`config.mk`:
```
export PLATFORM = sky130hd
export DESIGN_NAME = gerode_kernel
export DESIGN_NICKNAME = d
export VERILOG_FILES = /design/src/sv/gerode_pkg.sv /design/src/sv/gerode_kernel.sv
export SDC_FILE = /design/constraint.sdc
export NUM_CORES = 1
export LEC_CHECK = 0
export BUFFER_PORTS_ARGS = -buffer_cell sky130_fd_sc_hd__buf_2
export CAP_MARGIN = 20
export CORE_MARGIN = 10
export CORE_UTILIZATION = 40
export DETAILED_ROUTE_END_ITERATION = 10
export PLACE_DENSITY = 0.63
export RECOVER_POWER = 25
export REMOVE_ABC_BUFFERS = 1
export SLEW_MARGIN = 20
export SYNTH_ARGS = -nofsm -noshare
export SYNTH_HDL_FRONTEND = slang
export SYNTH_SLANG_ARGS = --single-unit
```
`constraint.sdc`:
```
create_clock -name vclk -period 27.9
set_clock_uncertainty 0.2 [all_clocks]
set_input_delay 5.58 -clock vclk [all_inputs]
set_output_delay 5.58 -clock vclk [all_outputs]
set_load 0.05 [all_outputs]
```
`src/sv/gerode_pkg.sv`:
```
// ----------------------------------------------------------------------------
// Grayscale erosion package
// Shared types and constants for the masked 3x3 grayscale erosion block.
// ----------------------------------------------------------------------------
package gerode_pkg;

	localparam int PIX_W        = 8;
	localparam int MASK_W       = 8;
	localparam int WIDTH_REG_W  = 11;
	localparam int HEIGHT_REG_W = 16;
	localparam int CFG_IDX_W    = 4;
	localparam int CFG_DATA_W   = 16;
	localparam int FIFO_DEPTH   = 3;

	typedef logic [PIX_W-1:0]      pix_t;
	typedef logic [8:0][PIX_W-1:0] win_t;
	typedef logic [3:0]            tap_t;

	typedef struct packed {
		logic top;
		logic bottom;
		logic left;
		logic right;
	} border_t;

	localparam logic [CFG_IDX_W-1:0] REG_MASK   = 4'd0;
	localparam logic [CFG_IDX_W-1:0] REG_WIDTH  = 4'd1;
	localparam logic [CFG_IDX_W-1:0] REG_HEIGHT = 4'd2;

	localparam logic [MASK_W-1:0]       MASK_RESET   = 8'hFF;
	localparam logic [WIDTH_REG_W-1:0]  WIDTH_RESET  = 11'd1024;
	localparam logic [HEIGHT_REG_W-1:0] HEIGHT_RESET = 16'd1;

	localparam logic FUNC_DRAIN = 1'b1;

	// Window taps are numbered row by row from the north-west corner.
	localparam tap_t CENTRE_TAP = 4'd4;
	localparam tap_t DIR_TAP [8] = '{4'd5, 4'd2, 4'd1, 4'd0, 4'd3, 4'd6, 4'd7, 4'd8};

	localparam logic [MASK_W-1:0] DIRS_NORTH = 8'b0000_1110;
	localparam logic [MASK_W-1:0] DIRS_SOUTH = 8'b1110_0000;
	localparam logic [MASK_W-1:0] DIRS_WEST  = 8'b0011_1000;
	localparam logic [MASK_W-1:0] DIRS_EAST  = 8'b1000_0011;

endpackage

```
`src/sv/gerode_kernel.sv`:
```
// ----------------------------------------------------------------------------
// Erosion kernel
// Minimum over the centre tap and the enabled neighbours of a 3x3 window,
// forced to zero when an enabled neighbour falls outside the image.
// ----------------------------------------------------------------------------
module gerode_kernel (
	input  gerode_pkg::win_t              window,
	input  logic [gerode_pkg::MASK_W-1:0] mask,
	input  gerode_pkg::border_t           border,
	output gerode_pkg::pix_t              eroded
);
	import gerode_pkg::*;

	logic [MASK_W-1:0] blocked;
	pix_t              min_val;

	assign blocked = mask & (({MASK_W{border.top}}    & DIRS_NORTH) |
	                         ({MASK_W{border.bottom}} & DIRS_SOUTH) |
	                         ({MASK_W{border.left}}   & DIRS_WEST)  |
	                         ({MASK_W{border.right}}  & DIRS_EAST));

	always_comb begin
		min_val = window[CENTRE_TAP];
		for (int k = 0; k < MASK_W; k++) begin
			if (mask[k] && (window[DIR_TAP[k]] < min_val)) begin
				min_val = window[DIR_TAP[k]];
			end
		end
	end

	assign eroded = (|blocked) ? '0 : min_val;

endmodule

```
; ---- Word level (Yosys, flattened, before mapping)
; Cells that the tools add are included.
[totals]
reg_bits = 0
output_inout_bits = 8
word_cells = 30
[classes]
n_lt_le_gt_ge = 8
n_reduce_logical = 9
muxes = 9
n_bitwise = 4
[op_table]
columns = op, n
row1 = two-way mux 8 bit, 9
row2 = less-than comparator 8 bit, 8
row3 = AND 8 bit, 1
row4 = logical AND 1 bit, 8
row5 = OR 4 x 8 -> 8 bit, 1
row6 = OR 8 x 6 -> 8 bit, 1
row7 = OR 8 bit, 1
row8 = OR reduction 8 bit, 1

; ---- Logic depth before layout (Yosys ltp)
[depth]
ltp_word = 25
depth_mapped = 78
depth_no_buf = 72

; ---- Worst setup path after synthesis
; Ideal clock, no wire load.
[synth_path]
kind = in2out
from = input window[38] (netlist name)
to = output eroded[1]
slack_ps = 2329
t_arrival_ps = 19791
path_stages = 75
path_buffers = 7
path_cell_list = inv_1 ha_1 a21o_1 a21o_1 a21oi_4 clkbuf_1 nor2_1 a21oi_1 ha_1 a21o_1 a21o_1 a221oi_1 o311ai_2 a31oi_2 buf_6 mux2i_1 inv_1 ha_1 (+39 left out) o21a_1 nor2_1 nor3b_1 a221oi_1 o21ai_0 a21oi_1 clkbuf_1 o21bai_1 nand2_1 ha_1 a21o_1 a21o_1 a21oi_1 o21ai_0 nor3_1 a31oi_4 buf_6 a211oi_1
[synth_between]
elab_chain_len = 25
[synth_lines]
columns = item, line_no
row1 = from (decl), gerode_kernel.sv:7  ; input gerode_pkg::win_t window,
row2 = less-than comparator 8 bit, gerode_kernel.sv:25  ; if (mask[k] && (window[DIR_TAP[k]] < min_val)) begin
row3 = logical AND 1 bit, gerode_kernel.sv:25
row4 = two-way mux 8 bit *, gerode_kernel.sv:25
row5 = less-than comparator 8 bit, gerode_kernel.sv:25
row6 = logical AND 1 bit, gerode_kernel.sv:25
row7 = two-way mux 8 bit *, gerode_kernel.sv:25
row8 = less-than comparator 8 bit, gerode_kernel.sv:25
row9 = logical AND 1 bit, gerode_kernel.sv:25
row10 = (+9 left out), n/a
row11 = two-way mux 8 bit *, gerode_kernel.sv:25
row12 = less-than comparator 8 bit, gerode_kernel.sv:25
row13 = logical AND 1 bit, gerode_kernel.sv:25
row14 = two-way mux 8 bit *, gerode_kernel.sv:25
row15 = less-than comparator 8 bit, gerode_kernel.sv:25
row16 = logical AND 1 bit, gerode_kernel.sv:25
row17 = two-way mux 8 bit *, gerode_kernel.sv:25
row18 = two-way mux 8 bit *, gerode_kernel.sv:31  ; assign eroded = (|blocked) ? '0 : min_val;
row19 = to (decl), gerode_kernel.sv:10  ; output gerode_pkg::pix_t eroded
; Mark *: on every way between the ends. The rest lies on a longest branch, timed or not.

; ---- Worst setup path in the final report
[layout_path]
from = input window[38] (netlist name)
to = output eroded[2]
; Same word-level chain as after synthesis.

==> results.py <==
metrics = {
    "sta": {
        "tightest_slew_ns": 0.843,
        "setup_slack_ns": 1.44,
        "clock.fmax_ghz": 0.0378,
        "min_period_ns": 26.46,
        "finalCritPeriodShare_pct": 94.8,
        "fin_tns_setup_ns": 0,
        "slew_violations": 0,
        "rsz0062_at_grt": "false",
        "worst_hold_slack_ns": 11.41,
        "setup_viol": 0,
        "relSlewSlack_pct": 43.6,
        "hold_viol": 0,
    },
    "route": {
        "highest_layer": "met4",
        "viasPerCell": 5.56,
        "drt-met1-wl_um": 4020,
        "vias": 3016,
        "drc": 0,
        "drt-initial-drc-count": 120,
        "first_pass_iters": 4,
        "wire_per_inst_um": 15.0,
        "wl_met2_um": 3750,
        "wl_met3_um": 315,
        "route.antenna.remaining_nets": 0,
        "wirelength_um": 8140,
    },
    "die": {
        "fp.coreArea_sq_um": 6460,
        "ios": 92,
        "die_area_sq_um": 10400,
        "start_util_pct": 41.8,
        "rows": 29,
        "die_w_um": 102,
        "die_height_um": 102,
    },
    "placement": {
        "io_buffers": 92,
        "place_ws_ns": 1.04,
        "dp.cells": 539,
        "place_hpwl_um": 7270,
        "gp_congestion": 0.850,
    },
    "layout": {
        "clockBufferCount": 0,
        "fill_cells": 696,
        "nets": 597,
        "layout.cells.non_filler": 542,
        "regArea_sq_um": 0,
        "diodes": 0,
        "layout-drive-gt1-share_pct": 27.3,
        "layout_commonest_cell": "buf_2",
        "area_growth_pct": 19.7,
        "multiInputGateArea_sq_um": 2490,
        "final_cell_mix": "buf_2 (92), ha_1 (46), inv_1 (41)",
        "seq_cells": 0,
    },
    "logic_synthesis": {
        "netlist_area_sq_um": 2700,
        "synth_cells": 380,
        "ys_seq_area_share_pct": 0,
        "yosysWarnings": 0,
        "yosysUniqueCellTypes": 67,
        "synth_area_per_cell_sq_um": 7.10,
    },
    "global_routing": {
        "overflow": 0,
        "grt_pass1_wl_um": 13200,
        "grt_pass1_vias": 2988,
        "grt.total_usage_pct": 14.7,
        "grt_max_degree": 19,
        "antenna_found_initial": 0,
    },
    "critical_path": {
        "crit_buf_inv": 7,
        "crit_arrival_ns": 20.68,
        "endpoint_kind": "output pin",
        "worst_ep_required_time_ns": 22.12,
        "start_kind": "input pin",
        "path_class": "in -> out",
        "cp_max_fo": 18,
        "cp_slowest_stage_delay_ns": 0.53,
        "crit_slowest_cell": "a211oi_4",
        "crit_family": "compound AO/OA/AOI/OAI gates",
    },
    "power": {
        "power_frac_seq_pct": 0,
        "power_density_nw_per_um2": 48.7,
        "internal_power_w": 0.0000651,
        "combPwrFrac_pct": 100.0,
        "p_switching_w": 0.0000924,
        "sw_frac_of_total_pct": 58.6,
        "ir_worst_vdd_mv": 0.0367,
        "p_clk_share_pct": 0,
        "power_leakage_nw": 1.66,
    },
    "flow_run": {
        "maxCapViolCount": 0,
    },
    "hold_path": {
        "min_path_type": "in -> out",
    },
    "run_status": {
        "status": "finished clean",
    },
}
[worst min-delay path: stages]
cell and delay (ns):
buf_2 0.11, nor2_1 0.09, nor3_1 0.05, buf_2 0.20
[power groups by stage]
stage	logic (W)	clock network, W	registers (W)
finish	0.000157	0	0
global route	0.000178	0	0
CTS	0.000153	0	0
detailed placement	0.000152	0	0
global placement	0.000149	0	0
floorplan	0.000116	0	0
[path summary, 6_finish.rpt]
path / from / end / slack (ns) / cells after the start
worst max-delay path: window[38] / eroded[2] / 1.44 / 72
worst min-delay path: window[64] / eroded[0] / 11.41 / 4
[through the flow]
stage | cell area [sq um] | util (%) | total power (W)
floorplan | 2640 | - | 0.000116
global placement | 3190 | 49.5 | 0.000149
detailed placement | 3190 | 49.5 | 0.000152
CTS | 3190 | 49.5 | 0.000153
global route | 3230 | 50.0 | 0.000178
finish | 3230 | 50.0 | 0.000157
[layout make-up]
class                           instances  area share, %
Tap cell                               77           2.98
Inverter                               42           4.88
Multi-Input combinational cell        328           77.2
Timing Repair Buffer                   95           14.9
[synthesized netlist by cell type, types with 3 or more instances]
cell,number,share of area [%]
a22oi_1,3,0.83
o31a_1,5,1.6
nor2_1,38,5.3
nand3_1,6,1.1
mux2i_1,21,7.8
xor2_1,3,0.97
o2111a_1,3,1.3
a221oi_1,3,0.97
ha_1,46,21
nor2b_1,4,0.93
a211oi_2,6,2.8
nor2_2,4,0.93
mux2_2,4,1.7
o21ai_0,29,5.4
inv_1,41,5.7
and4_1,3,0.97
a211oi_1,3,0.83
nor3_1,4,0.74
nand2_1,29,4.0
a21oi_1,37,6.9
clkbuf_1,6,0.83
o21a_1,4,1.1
nand4_1,4,0.93
nand2b_1,6,1.4
a21o_1,13,3.6
buf_6,3,1.3
[kinds of logic (layout without fill, tap and decap cells)]
family / after synthesis / in the layout / share of synthesized area, %
adder cells (fa/ha/maj): 48 / 48 / 22.1
buffers and inverters: 52 / 137 / 8.11
multiplexers: 28 / 28 / 10.9
AND/OR/NAND/NOR: 112 / 112 / 20.4
AO/OA/AOI/OAI: 135 / 135 / 36.9
XOR/XNOR: 5 / 5 / 1.62
[layer usage]
metal  GRT usage, %  up-vias
met3           1.21        4
met4          0.759        0
met1           20.2     1363
met5              0        -
li1               -     1583
met2           25.5       66
[timing repair]
item,CTS,global route
endpoints found under the setup margin,0,8
gates resized for setup,0,3
hold buffers,0,0
setup buffers,0,3
endpoints found under the hold margin,0,0
No activity file was read; power rests on OpenSTA's default activity.
